**src/design/assert_macros.svh**
```systemverilog
// ----------------------------------------------------------------------------
// assert_macros.svh
// Shared concurrent assertion macros for the design folder.
// ----------------------------------------------------------------------------
`ifndef ASSERT_MACROS_SVH
`define ASSERT_MACROS_SVH

// Same-cycle implication, disabled while reset is asserted.
`define ASSERT_IMPLIES(label, clk, rst_n, ante, cons, msg) \
    label: assert property (@(posedge clk) disable iff (!rst_n) (ante) |-> (cons)) \
        else $error(msg);

// Next-cycle implication, disabled while reset is asserted.
`define ASSERT_NEXT(label, clk, rst_n, ante, cons, msg) \
    label: assert property (@(posedge clk) disable iff (!rst_n) (ante) |=> (cons)) \
        else $error(msg);

`endif

```
**src/design/swid_pkg.sv**
```systemverilog
// ----------------------------------------------------------------------------
// swid_pkg
// Types, status codes and defaults shared by the service-call divider.
// ----------------------------------------------------------------------------
package swid_pkg;

    localparam int DATA_WIDTH_DEF = 32;
    localparam int OUT_WIDTH      = 32;
    localparam int CALL_WIDTH     = 8;

    localparam logic [CALL_WIDTH-1:0] CALL_NUMBER_RESET = 8'd6;
    localparam int CALL_LSB_WORD = 16;

    localparam logic [1:0] ST_DONE    = 2'd0;
    localparam logic [1:0] ST_UNIMPL  = 2'd1;
    localparam logic [1:0] ST_DIVZERO = 2'd2;

    // Per-transaction control that travels alongside the divider data.
    typedef struct packed {
        logic                  neg_q;
        logic                  neg_r;
        logic [1:0]            status;
        logic [CALL_WIDTH-1:0] call_number;
    } swid_side_t;

    typedef struct packed {
        logic [OUT_WIDTH-1:0]  quotient;
        logic [OUT_WIDTH-1:0]  remainder;
        logic [OUT_WIDTH-1:0]  abs_quotient;
        logic [1:0]            status;
        logic [CALL_WIDTH-1:0] call_number;
    } swid_result_t;

endpackage

```
**src/design/swid_fixup.sv**
```systemverilog
// ----------------------------------------------------------------------------
// swid_fixup
// Restore result signs and clear the data fields of failed calls.
// ----------------------------------------------------------------------------
module swid_fixup import swid_pkg::*; #(
    parameter int DATA_WIDTH = DATA_WIDTH_DEF
) (
    input  swid_side_t            side,
    input  logic [DATA_WIDTH-1:0] quot_mag,
    input  logic [DATA_WIDTH-1:0] rem_mag,
    output swid_result_t          result
);

    logic [DATA_WIDTH-1:0] quot_s;
    logic [DATA_WIDTH-1:0] rem_s;
    logic                  ok;

    always_comb begin
        quot_s = side.neg_q ? (~quot_mag + 1'b1) : quot_mag;
        rem_s  = side.neg_r ? (~rem_mag + 1'b1) : rem_mag;
        ok     = (side.status == ST_DONE);

        result.quotient     = ok ? OUT_WIDTH'(quot_s)   : '0;
        result.remainder    = ok ? OUT_WIDTH'(rem_s)    : '0;
        result.abs_quotient = ok ? OUT_WIDTH'(quot_mag) : '0;
        result.status       = side.status;
        result.call_number  = side.call_number;
    end

endmodule

```
**config.mk**
```make
export PLATFORM = sky130hd
export DESIGN_NAME = swid_fixup
export DESIGN_NICKNAME = d
export VERILOG_FILES = /design/src/design/assert_macros.svh /design/src/design/swid_pkg.sv /design/src/design/swid_fixup.sv
export SDC_FILE = /design/constraint.sdc
export NUM_CORES = 1
export LEC_CHECK = 0
export ABC_AREA = 1
export BUFFER_PORTS_ARGS = -buffer_cell sky130_fd_sc_hd__buf_4
export CAP_MARGIN = 20
export CORE_ASPECT_RATIO = 0.6
export CORE_UTILIZATION = 44
export DETAILED_ROUTE_END_ITERATION = 10
export PLACE_DENSITY = 0.82
export SLEW_MARGIN = 15
export SYNTH_ARGS = -nofsm -noshare
export SYNTH_HDL_FRONTEND = slang
export SYNTH_SLANG_ARGS = --single-unit
export TNS_END_PERCENT = 50
```
**constraint.sdc**
```tcl
create_clock -name vclk -period 1.5
set_input_delay 0.225 -clock vclk [all_inputs]
set_output_delay 0.225 -clock vclk [all_outputs]
set_load 0.005 [all_outputs]
```
==> results of run 1 <==
-- metrics by stage --
| step | utilization | setup WS [ps] |
|---|---|---|
| after CTS | 0.9540 | -84.14 |
| after detailed placement | 0.8436 | -360.9 |
| after global placement | 0.8436 | -257.7 |
| after floorplan | - | 85.11 |
-- logic make-up after synthesis --
logic type                 Yosys count
buffers and inverters               99
AOI/OAI and AO/OA                   91
adders and majority gates            2
and+or+nand+nor                    361
-- metal layers --
layer	global-route usage	GRT overflow
met1	0.6290	0
met2	0.8985	0
met3	0.3410	0
met4	0.5776	1
met5	0.1000	0
-- repair_timing --
| item | in CTS |
|---|---|
| setup endpoints to repair | 53 |
| setup buffers | 10 |
| resized for setup | 144 |
| hold buffers | 0 |
| pin swaps | 47 |
==> results list, run 1 <==
* Number of rows in the core area: 20
- The initial utilization of the core area, before any placement, comes to 0.4785.
- Yosys Warn Count: 0
- Synthesized-area fraction occupied by ao, oa, aoi and oai cells: 0.1848
- The biggest area contributor in the post-synthesis netlist is sky130_fd_sc_hd__nor2_1.
- Area share of xor/xnor cells in the synthesized design: 0
- The number of placed instances, taps included, is 863.
- Routability-driven placement finished with a final weighted congestion of 0.9184.
- Syn nets: 631
- The commonest cells after synthesis are sky130_fd_sc_hd__nor2_1 (136), sky130_fd_sc_hd__nand2_1 (118), sky130_fd_sc_hd__inv_1 (65).
* Synthesized netlist cell count: 553
* Post-DP Area: 4476 um2
* Adder and majority gate portion of the synthesized area: 0.009857
* Pin count of the biggest net entering global routing: 33
- Run status: did not finish
- In the global route stage, overall resource usage came out at 0.6113.
- The share of synthesized area in the top cell type comes to 0.2011.
- Area of the mapped netlist: 2539 um2
- Cell types occupying the most area after synthesis: sky130_fd_sc_hd__nor2_1 (20%), sky130_fd_sc_hd__nand2_1 (17%), sky130_fd_sc_hd__nand3_1 (10%)
* Port Buffer Count: 166
- Die Ht: 60.84 um
* Most instantiated library cell after synthesis: sky130_fd_sc_hd__nor2_1
- Placed wire-length estimate: 9435 um
- After synthesis, the share of cell area in mux cells is 0.
- Global-route congestion overflow total: 1
- Die width: 100.1 um
- Average cell area after synthesis: 4.591 um2
- After synthesis, the largest family of logic cells by area is simple AND/OR/NAND/NOR gates.
- The tool reported: "[ERROR GRT-0116] Global routing finished with congestion. Check the congestion regions in the DRC Viewer".
- Number of global-route vias before repair: 5944
- Of the synthesized area, sequential elements account for 0.
- Count of unique library cells instantiated by Yosys: 30
* Number of top-level pins: 182
* Post-Synth Simple-Gate Area: 0.6299
- The first global-routing pass estimated 28950 um of wire.
- Last flow stage reached: global routing
==> run 2: changes to the inputs <==
- CORE_ASPECT_RATIO: 0.6 -> unset
- CORE_UTILIZATION: 44 -> 30
- PLACE_DENSITY: 0.82 -> unset
- PLACE_DENSITY_LB_ADDON: unset -> 0.15
==> results list, run 2 <==
* Cell types occupying the most area after synthesis: sky130_fd_sc_hd__nor2_1 (20%), sky130_fd_sc_hd__nand2_1 (17%), sky130_fd_sc_hd__nand3_1 (10%)
* Number of setup violations in the final report: 42
* Die width: 93.99 um (-6.1%)
- Worst hold slack: 450.0 ps
- Violation count after the first detailed-route iteration: 121
- The placement row count came to 33 (+65%).
- The critical path runs through a total of 11 cells.
* Max-slew violations: 0
* Critical path cell sequence: buf_8 > inv_8 > ha_4 > nand3_4 > nand2_4 > buf_4 > buf_6 > o21a_1 > o21ai_0 > a21oi_1 > buf_4
- In this run the standard cell core region covers 8217 um2.
- The share of total power dissipated in sequential elements is 0.
* Switch share: 0.5076
- Area fraction of the dominant cell type after synthesis: 0.2011 (unchanged)
- The count of cell types in the netlist came to 30 (unchanged).
- In the final design database the tool counted 871 nets.
- The final reports fail on negative setup slack.
- Clock power frac: 0
- Sum of buffers and inverters on the critical path: 5
- For this run, the total global-route usage over all layers was measured as 0.2417.
* Most instantiated library cell after synthesis: sky130_fd_sc_hd__nor2_1
- Routed length per placed instance: 13.13 um
- Summing all non-filler instances in the final layout gives an area of 5463 um2.
- The cell area after placement is 4423 um2 (-1.2%).
- Power per cell area: 251.1 nW/um2
* Max stage delay on crit path: 160 ps
- Number of antenna cells inserted: 0
- Dpl ws: -305.0 ps (+55.90 ps)
* Cell taking the most area after synthesis: sky130_fd_sc_hd__nor2_1
* Required time reported for the critical path endpoint: 1270 ps
* Port Buffer Count: 166 (unchanged)
* Area taken by flip-flops and latches: 0 um2
- Synthesized netlist cell count: 553 (unchanged)
* DIE AREA: 8834 um2
* Power dissipated by switching net loads: 696.2 uW
- The design has 0 sequential cells.
- The top cell types in the final layout, fill and taps aside, are sky130_fd_sc_hd__buf_4 (227), sky130_fd_sc_hd__nor2_1 (102), sky130_fd_sc_hd__nand2_1 (86).
- Final Worst Setup Slack: -168.8 ps
- Worst-margin pin slew: 342.0 ps
- The routed design has 11760 um of wire.
- Portion of the post-synthesis area used by sequential elements: 0 (unchanged)
- Max-cap violations in this run came to 0.
* Cts hold-fix bufs: 0 (unchanged)
- The detail route stage leaves a number of antenna-violating nets equal to 0.
- Worst endpoint data arrival time: 1440 ps
* Number of global-route vias before repair: 4065
- Setup repair after global routing could not meet its margin everywhere.
- Along the worst hold path, the cell count comes to 0.
- The mean instance size in the synthesized netlist came to 4.591 um2 (unchanged).
* Placer congestion estimate: 0.8884 (-3.3%)
- The worst-case IR drop observed on VDD is 0.1375 mV.
* Pin count of the biggest net entering global routing: 40
- The first TritonRoute pass finished after 4 iterations.
* Cell types with the highest counts after synthesis: sky130_fd_sc_hd__nor2_1 (136), sky130_fd_sc_hd__nand2_1 (118), sky130_fd_sc_hd__inv_1 (65)
* Global-route congestion overflow total: 0
* Yosys Warn Count: 0 (unchanged)
- The path class of the tightest hold or removal check is in2out.
* Overall power: 1371 uW
- Based on the critical path, the design can be clocked at up to 599.2 MHz.
* Syn nets: 631 (unchanged)
- Highest fanout seen on the critical path: 3
- Dividing the detail-routed via count by the number of cells gives 4.911.
- Share of total power in combinational logic: 1.000
- Antenna violations before repair: 0
- Area of the mapped netlist: 2539 um2 (unchanged)
- Number of top-level pins: 182 (unchanged)
- Die Ht: 93.99 um (+54%)
- Of the available clock period, the critical path in the final layout requires 1.113.
- First-pass GRT wire length: 17620 um
* Initial cell density of the core: 0.3090 (-0.1696)
- The run finished, with violations left.
- Critical path endpoint category: primary output
- Crit path max-delay family: buffers and inverters
- Placed wire-length estimate: 8528 um (-9.6%)
- The slowest stage of the critical path is the sky130_fd_sc_hd__a21oi_1 cell.
- The detailed router placed 4400 vias in this run.
- Cell Int Power: 675.3 uW
- Counting the clock-network buffers in the layout gives 0.
* Post-route DRC violation count: 0
* Most repeated library cell on the critical path: sky130_fd_sc_hd__buf_4
* Type of the worst setup path: in2out
- The final hold violation count is 0.
- After layout, the minimum clock period comes to 1669 ps.
- Relative to the synthesized area, the layout overhead comes to 115.2%.
* Startpoint type of the worst setup path: primary input
- Leaving out fill and tap cells, the most frequent cell in the layout is sky130_fd_sc_hd__buf_4.
* Fraction of final layout cells sized beyond drive strength 1: 0.5638
- Measured against its own limit, the worst slew margin works out to 0.7710.
- For this design the static power due to leakage is 0.002727 uW.
## run 2: cell counts after synthesis
Identical to the previous run, type by type.
## run 2: per-layer routing
| metal | vias up | GRT usage | routed length, um |
|---|---|---|---|
| li1 | 2228 | - | - |
| met1 | 1989 | 0.2664 | 4528 |
| met2 | 148 | 0.4824 | 6281 |
| met3 | 35 | 0.02104 | 593 |
| met4 | 0 | 0.06667 | 359 |
| met5 | - | 0 | 0 |
## run 2: worst paths after layout
kind / start / endpoint / slack (ps)
max: rem_mag[1] / result[48] / -170
min: side[0] / result[0] / 450
## run 2: cell type report
| cell class | count | area (um2) |
|---|---|---|
| tap | 105 | 131.4 |
| inverter | 73 | 314.1 |
| fill | 743 | 2754 |
| timing repair buffer | 264 | 2187 |
| multi-input combinational | 454 | 2830 |
## run 2: logic make-up (layout without fill, tap and decap cells)
group	Yosys count	in the layout	share of synthesized area
and+or+nand+nor	361	361	0.6299
buffers and inverters	99	337	0.1755
AOI/OAI and AO/OA	91	91	0.1848
adders and majority gates	2	2	0.009855
## run 2: through the flow
stage               std cells  TNS [ps]  utilization
floorplan                 553         0            -
detailed placement        881     -7505       0.5383
global route              896     -5790       0.6648
CTS                       886     -1264       0.5972
finish                    896     -2043       0.6648
global placement          881     -6286       0.5383
## run 2: power groups by stage
stage                     Combinational [uW]  Sequential, uW  Clock (uW)
after floorplan                          468               0           0
after global placement                  1060               0           0
after detailed placement                1070               0           0
after CTS                               1210               0           0
after global routing                    1490               0           0
final                                   1370               0           0
## run 2: repair_timing
| item | CTS | global route |
|---|---|---|
| pin swaps | 39 | 64 |
| endpoints found under the setup margin | 54 | 55 |
| gates resized for setup | 126 | 142 |
| buffers inserted | 5 | 10 |
No activity file was read; power rests on OpenSTA's default activity.
