--- src/design/assert_macros.svh ---
// ----------------------------------------------------------------------------
// assert_macros.svh
// Shared concurrent assertion macros for the design folder.
// ----------------------------------------------------------------------------
`ifndef ASSERT_MACROS_SVH
`define ASSERT_MACROS_SVH

// Same-cycle implication, disabled while reset is asserted.
`define ASSERT_IMPLIES(label, clk, rst_n, ante, cons, msg) \
    label: assert property (@(posedge clk) disable iff (!rst_n) (ante) |-> (cons)) \
        else $error(msg);

// Next-cycle implication, disabled while reset is asserted.
`define ASSERT_NEXT(label, clk, rst_n, ante, cons, msg) \
    label: assert property (@(posedge clk) disable iff (!rst_n) (ante) |=> (cons)) \
        else $error(msg);

`endif

--- src/design/swid_pkg.sv ---
// ----------------------------------------------------------------------------
// swid_pkg
// Types, status codes and defaults shared by the service-call divider.
// ----------------------------------------------------------------------------
package swid_pkg;

    localparam int DATA_WIDTH_DEF = 32;
    localparam int OUT_WIDTH      = 32;
    localparam int CALL_WIDTH     = 8;

    localparam logic [CALL_WIDTH-1:0] CALL_NUMBER_RESET = 8'd6;
    localparam int CALL_LSB_WORD = 16;

    localparam logic [1:0] ST_DONE    = 2'd0;
    localparam logic [1:0] ST_UNIMPL  = 2'd1;
    localparam logic [1:0] ST_DIVZERO = 2'd2;

    // Per-transaction control that travels alongside the divider data.
    typedef struct packed {
        logic                  neg_q;
        logic                  neg_r;
        logic [1:0]            status;
        logic [CALL_WIDTH-1:0] call_number;
    } swid_side_t;

    typedef struct packed {
        logic [OUT_WIDTH-1:0]  quotient;
        logic [OUT_WIDTH-1:0]  remainder;
        logic [OUT_WIDTH-1:0]  abs_quotient;
        logic [1:0]            status;
        logic [CALL_WIDTH-1:0] call_number;
    } swid_result_t;

endpackage

--- src/design/swid_front.sv ---
// ----------------------------------------------------------------------------
// swid_front
// Decode the call number, classify the call and register operand magnitudes.
// ----------------------------------------------------------------------------
module swid_front import swid_pkg::*; #(
    parameter int DATA_WIDTH = DATA_WIDTH_DEF
) (
    input  logic                          aclk,
    input  logic                          aresetn,
    input  logic                          advance,
    input  logic                          in_valid,
    input  logic [CALL_WIDTH-1:0]         call_sel,
    input  logic                          compact_mode,
    input  logic [31:0]                   instr_word,
    input  logic signed [OUT_WIDTH-1:0]   dividend,
    input  logic signed [OUT_WIDTH-1:0]   divisor,
    output logic                          out_valid,
    output swid_side_t                    out_side,
    output logic [DATA_WIDTH-1:0]         out_num,
    output logic [DATA_WIDTH-1:0]         out_rem,
    output logic [DATA_WIDTH-1:0]         out_den
);

    logic [DATA_WIDTH-1:0] num_w;
    logic [DATA_WIDTH-1:0] den_w;
    logic [DATA_WIDTH-1:0] num_mag;
    logic [DATA_WIDTH-1:0] den_mag;
    logic [CALL_WIDTH-1:0] call_no;
    swid_side_t            side_next;

    logic                  valid_reg;
    swid_side_t            side_reg;
    logic [DATA_WIDTH-1:0] num_reg;
    logic [DATA_WIDTH-1:0] den_reg;

    always_comb begin
        // Sign-extend or truncate the operands to the datapath width.
        num_w   = DATA_WIDTH'(dividend);
        den_w   = DATA_WIDTH'(divisor);
        num_mag = num_w[DATA_WIDTH-1] ? (~num_w + 1'b1) : num_w;
        den_mag = den_w[DATA_WIDTH-1] ? (~den_w + 1'b1) : den_w;
        call_no = compact_mode ? instr_word[CALL_WIDTH-1:0]
                               : instr_word[CALL_LSB_WORD +: CALL_WIDTH];

        side_next.neg_q       = num_w[DATA_WIDTH-1] ^ den_w[DATA_WIDTH-1];
        side_next.neg_r       = num_w[DATA_WIDTH-1];
        side_next.call_number = call_no;
        if (call_no != call_sel) begin
            side_next.status = ST_UNIMPL;
        end else if (den_mag == '0) begin
            side_next.status = ST_DIVZERO;
        end else begin
            side_next.status = ST_DONE;
        end
    end

    always_ff @(posedge aclk) begin
        if (!aresetn) begin
            valid_reg <= 1'b0;
        end else if (advance) begin
            valid_reg <= in_valid;
        end
    end

    always_ff @(posedge aclk) begin
        if (advance) begin
            side_reg <= side_next;
            num_reg  <= num_mag;
            den_reg  <= den_mag;
        end
    end

    assign out_valid = valid_reg;
    assign out_side  = side_reg;
    assign out_num   = num_reg;
    assign out_rem   = '0;
    assign out_den   = den_reg;

endmodule

--- config.mk ---
export PLATFORM = sky130hd
export DESIGN_NAME = swid_front
export DESIGN_NICKNAME = d
export VERILOG_FILES = /design/src/design/assert_macros.svh /design/src/design/swid_pkg.sv /design/src/design/swid_front.sv
export SDC_FILE = /design/constraint.sdc
export NUM_CORES = 1
export LEC_CHECK = 0
export ABC_CLOCK_PERIOD_IN_PS = 2400
export BUFFER_PORTS_ARGS = -buffer_cell sky130_fd_sc_hd__buf_2
export CORE_MARGIN = 2
export CORE_UTILIZATION = 42
export DETAILED_ROUTE_END_ITERATION = 8
export GPL_TIMING_DRIVEN = 0
export PLACE_DENSITY = 0.82
export SYNTH_ARGS = -nofsm -noshare
export SYNTH_HDL_FRONTEND = slang
export SYNTH_SLANG_ARGS = --single-unit
export TNS_END_PERCENT = 30
--- constraint.sdc ---
create_clock -name aclk -period 2.4 [get_ports aclk]
set_input_delay 0.24 -clock aclk [delete_from_list [all_inputs] [get_ports aclk]]
set_output_delay 0.24 -clock aclk [all_outputs]
set_load 0.005 [all_outputs]
; ---- Word-level counts from Yosys, hierarchy flattened
; Index checks and enable logic that the tools add are counted.
[totals]
input_bits = 109
reg_bits = 77
out_inout_bits = 109
word_cells = 19
[classes]
reduce_logical = 1
addsub = 2
n_eq_ne = 1
n_mux = 4
bitwise_logic = 3
[ops]
columns = cell, n
row1 = adder 32 x 1 -> 32 bit (second input constant), 2
row2 = inverter 32 bit, 2
row3 = logical NOT 32 bit, 1
row4 = 2-to-1 mux 32 bit, 1
row5 = 2-to-1 mux 31 bit, 1
row6 = 2-to-1 mux 8 bit, 1
row7 = inequality test 8 bit, 1
row8 = 2-to-1 mux 2 bit, 1
row9 = bitwise XOR 1 bit, 1

; ---- Longest topological paths before layout
[depth]
word_depth = 5
mapped_depth = 9
ltp_nobuf = 9

; ---- Worst setup path after synthesis
; Ideal clock, no wire load.
[synth_timing]
path_kind = in2reg
from = input port dividend[3]
to = register num_reg[27] (netlist: out_num[27]) (data pin)
path_buffers = 0
stages = 7
arrival_time_ns = 2.083
required_ns = 2.140
setup_time_ns = 0.260
slack_ns = 0.057
path_cell_list = or3_4 > or3_4 > or4_4 > nor3_4 > nand3_2 > o31ai_2 > xnor2_1
[synth_between]
elab_chain_cells = 3
[synth_lines]
columns = element, line_no
row1 = "start, declared", swid_front.sv:15  ; input logic signed [OUT_WIDTH-1:0] dividend,
row2 = inverter 32 bit, swid_front.sv:40  ; num_mag = num_w[DATA_WIDTH-1] ? (~num_w + 1'b1) : num_w;
row3 = adder 32 x 1 -> 32 bit, swid_front.sv:40
row4 = 2-to-1 mux 31 bit, swid_front.sv:40
row5 = net num_mag[27], swid_front.sv:26  ; logic [DATA_WIDTH-1:0] num_mag;
row6 = "end signal, assigned", swid_front.sv:68  ; num_reg <= num_mag;
row7 = "end, declared", swid_front.sv:33  ; logic [DATA_WIDTH-1:0] num_reg;
; The timed path passes the listed nets, and every way through them passes these cells.
; A chain may end at the register's enable or synchronous reset.

; ---- Final worst setup path
[layout_timing]
from = input port divisor[5]
to = register side_reg, in the netlist out_side[9] (data pin)
[layout_between]
elab_chain_cells = 5
[layout_lines]
columns = element, line_no
row1 = "start, declared", swid_front.sv:16  ; input logic signed [OUT_WIDTH-1:0] divisor,
row2 = inverter 32 bit, swid_front.sv:41  ; den_mag = den_w[DATA_WIDTH-1] ? (~den_w + 1'b1) : den_w;
row3 = adder 32 x 1 -> 32 bit, swid_front.sv:41
row4 = 2-to-1 mux 32 bit *, swid_front.sv:41
row5 = logical NOT 32 bit *, swid_front.sv:50  ; end else if (den_mag == '0) begin
row6 = 2-to-1 mux 2 bit *, swid_front.sv:50
row7 = "end signal, assigned", swid_front.sv:67  ; side_reg <= side_next;
row8 = "end, declared", swid_front.sv:32  ; swid_side_t side_reg;
; Mark *: on every way between the ends. The rest lies on a longest branch, timed or not.

==> results.cfg <==
[cts]
path_clk_slew_ns = 0.08
cts.root.buffer_cell = clkbuf_8
insertion_delay_ns = 0.34
clkSinkCount = 77
cts_inserted_buffers = 9
cts_hold_buf = 0
cts_tree = yes
htreeDepth = 3
clk_path_buf_depth = 2

[power_and_ir_drop]
power_frac_comb_pct = 19.8
finalPower_mw = 3.246
netSwitchingFraction_pct = 25.71
intPower_mw = 2.412
clock_power_share_pct = 28.8
powerDensity_mw_per_mm2 = 548.8
p_seq_share_pct = 51.4
net-switching-power_mw = 0.8348
ir_drop_mv = 0.2936
p_leak_nw = 2.379

[die]
initial_utilization_pct = 43.52
num_io_pins = 218
rows = 37
die_area_mm2 = 0.01159
die_height_um = 107.7
core_area_mm2 = 0.01037
die_w_um = 107.7

[detailed_routing]
avgRoutedWirePerCell_um = 15.52
first_pass_iters = 4
drc = 0
finalWirelength_um = 11300
final_antenna_net_count = 0
vias = 3708
drt_iter0_markers = 173
viasPerCell = 5.093

[sta]
slew_headroom_pct = 35.48
fin_crit_ns = 2.307
setup-tns-final_ns = 0
fmax_mhz = 433.5
final.setup_skew_ns = 0
setup_violations = 0
drv_slew = 0
fin_crit_sh_pct = 96.13
final_hold_viol_count = 0
worstMarginPinSlew_ns = 0.9678

[setup_path]
cp_max_fo = 7
rr_worst_depth = 2
cp.required_ns = 2.50
crit_arrival_ns = 2.41
crit_type = input pin to flop
r2r_end = out_valid$_SDFFE_PN0P_
end_kind = flop
cp-start-kind = input pin
regToRegSetupSlack_ns = 1.81
r2r-start = out_valid$_SDFFE_PN0P_

[synthesis]
synth_most_common_cell = edfxtp_1
yosysWarningCount = 0
syn_inst = 376
synth-edff-count = 76
synth_area_mm2 = 0.004513
synth_seq_area_share_pct = 51.01
synth.ff_latch_count = 77
ys_dominant_reg_cell = edfxtp_1
synth-async-reset-ratio_pct = 0
synth_largest_area_cell = edfxtp_1
synth.area.top_cells = edfxtp_1 51%, xnor2_1 9.1%, buf_4 5.3%
synthDistinctLibCells = 59
synthTopCellsByCount = 76 x edfxtp_1, 47 x xnor2_1, 32 x buf_4, 20 x o21ai_0
synth.avg_cell_area_um2 = 12.00
synth.top_cell.area_share_pct = 50.57

[placed_design]
dp_hpwl_um = 8859
gp_congestion = 0.8416
io_buffers = 164

[worst_hold_path]
hold_start = aresetn
holdPathStages = 2
hp-class = input pin to flop
whs_endpoint = out_valid$_SDFFE_PN0P_

[cells_and_area]
syn2layout_area_growth_pct = 31.08
fin_nets = 698
n_antenna_cell = 0
final_layout_size_suffix_gt1_share_pct = 43.75

[global_routing]
grt_pass1_vias = 3618
grt_start_max_net_pins = 78
grt_first_pass_wirelength_um = 17010
antenna_found_initial = 0
track_usage_pct = 19.25
overflow = 0

[status]
status = completed

[flow_run]
max_cap_viol_count = 0
[power groups by stage]
stage	sequential, mW	clock, mW	combinational (mW)
5_1_grt	1.68	1.02	0.703
6_report	1.67	0.934	0.643
3_3_place_gp	1.70	0	0.613
3_5_place_dp	1.70	0	0.625
4_1_cts	1.67	0.955	0.631
2_1_floorplan	1.72	0	0.275
[cell families (layout without fill, tap and decap cells)]
logic type,Yosys count,after routing,share of synthesized area (%)
DFF,77,77,51.01
xor gates and xnor gates,66,66,12.81
muxes,13,13,3.188
adders and majority gates,2,2,0.5544
AOI/OAI and AO/OA,54,54,8.899
and+or+nand+nor,110,110,16.27
other,1,32,0.08309
buffers and inverters,53,238,7.180
[how the worst max path moves through the flow]
stage	endpoint	slack (ns)	start
2_1_floorplan	out_num[27]$_DFFE_PP_	0.06	dividend[3]
3_3_place_gp	out_side[9]$_SDFFCE_PP0P_	-0.53	divisor[0]
4_1_cts	out_side[9]$_SDFFCE_PP0P_	0.01	divisor[0]
6_report	out_side[9]$_SDFFCE_PP0P_	0.09	divisor[5]
5_1_grt	out_side[9]$_SDFFCE_PP0P_	-0.008	divisor[5]
3_5_place_dp	out_side[9]$_SDFFCE_PP0P_	-0.66	divisor[0]
[cell usage in the layout (no fill, tap or decap), drive strengths merged, types with 2 or more instances in the layout]
cell type,n
buf,205
edfxtp,76
xnor2,47
conb,32
o21ai,21
clkbuf,20
nand2,19
xor2,19
nor4,15
nor2,13
mux2,11
or3,11
nor3,9
o31ai,9
inv,8
nand2b,8
o41ai,8
or4,7
nand3,5
or2,5
nor2b,4
nand4b,3
a21oi,3
clkinv,3
a31oi,2
nand4bb,2
o31a,2
mux2i,2
ha,2
nand4,2
[metal layers]
metal	global-route usage (%)	part of all wire, %	vias up
met5	0	0	-
met2	31.58	47	198
li1	-	-	1758
met1	23.74	42	1723
met4	10.81	3.1	0
met3	3.692	8.5	29
[sequential cells by signal, summed over array words and instances, names as in the netlist]
signal,flops
out_den,32
out_side,12
out_num,32
out_valid,1
[what timing repair did]
item                       in CTS  in global routing
buffers inserted                1                  4
pin swaps                       0                  6
setup endpoints to repair       1                  1
resized for setup               4                  7
[cell type report]
class	count	area [um^2]
plain buffers	45	295.3
well taps	136	170.2
fillers	905	4454
clock inverters	5	51.30
multi-input cells	277	2074
inverters	8	30.03
clock buffers	11	131.4
repair buffers	169	860.8
flip-flops and latches	77	2302
[critical path: stages]
cell and delay (ns):
buf_2 0.15, nor4_4 0.44, nand4_4 0.23, or2_1 0.25
buf_2 0.16, or4_1 0.45, and4_1 0.24, nor3_2 0.17
nor4_2 0.07
[through the flow]
step / setup slack (ns) / hold slack, ns / utilization, % / std cells / cell area, um^2
5_1_grt: -0.008094 / 0.1011 / 57.05 / 728 / 5916
6_report: 0.09298 / 0.1047 / 57.05 / 728 / 5916
2_1_floorplan: 0.05709 / 0.3389 / - / 407 / 4629
4_1_cts: 0.01051 / 0.08395 / 56.26 / 724 / 5834
3_3_place_gp: -0.5325 / 0.4498 / 54.20 / 707 / 5620
3_5_place_dp: -0.6583 / 0.4687 / 54.22 / 707 / 5623
No activity file was read; power rests on OpenSTA's default activity.
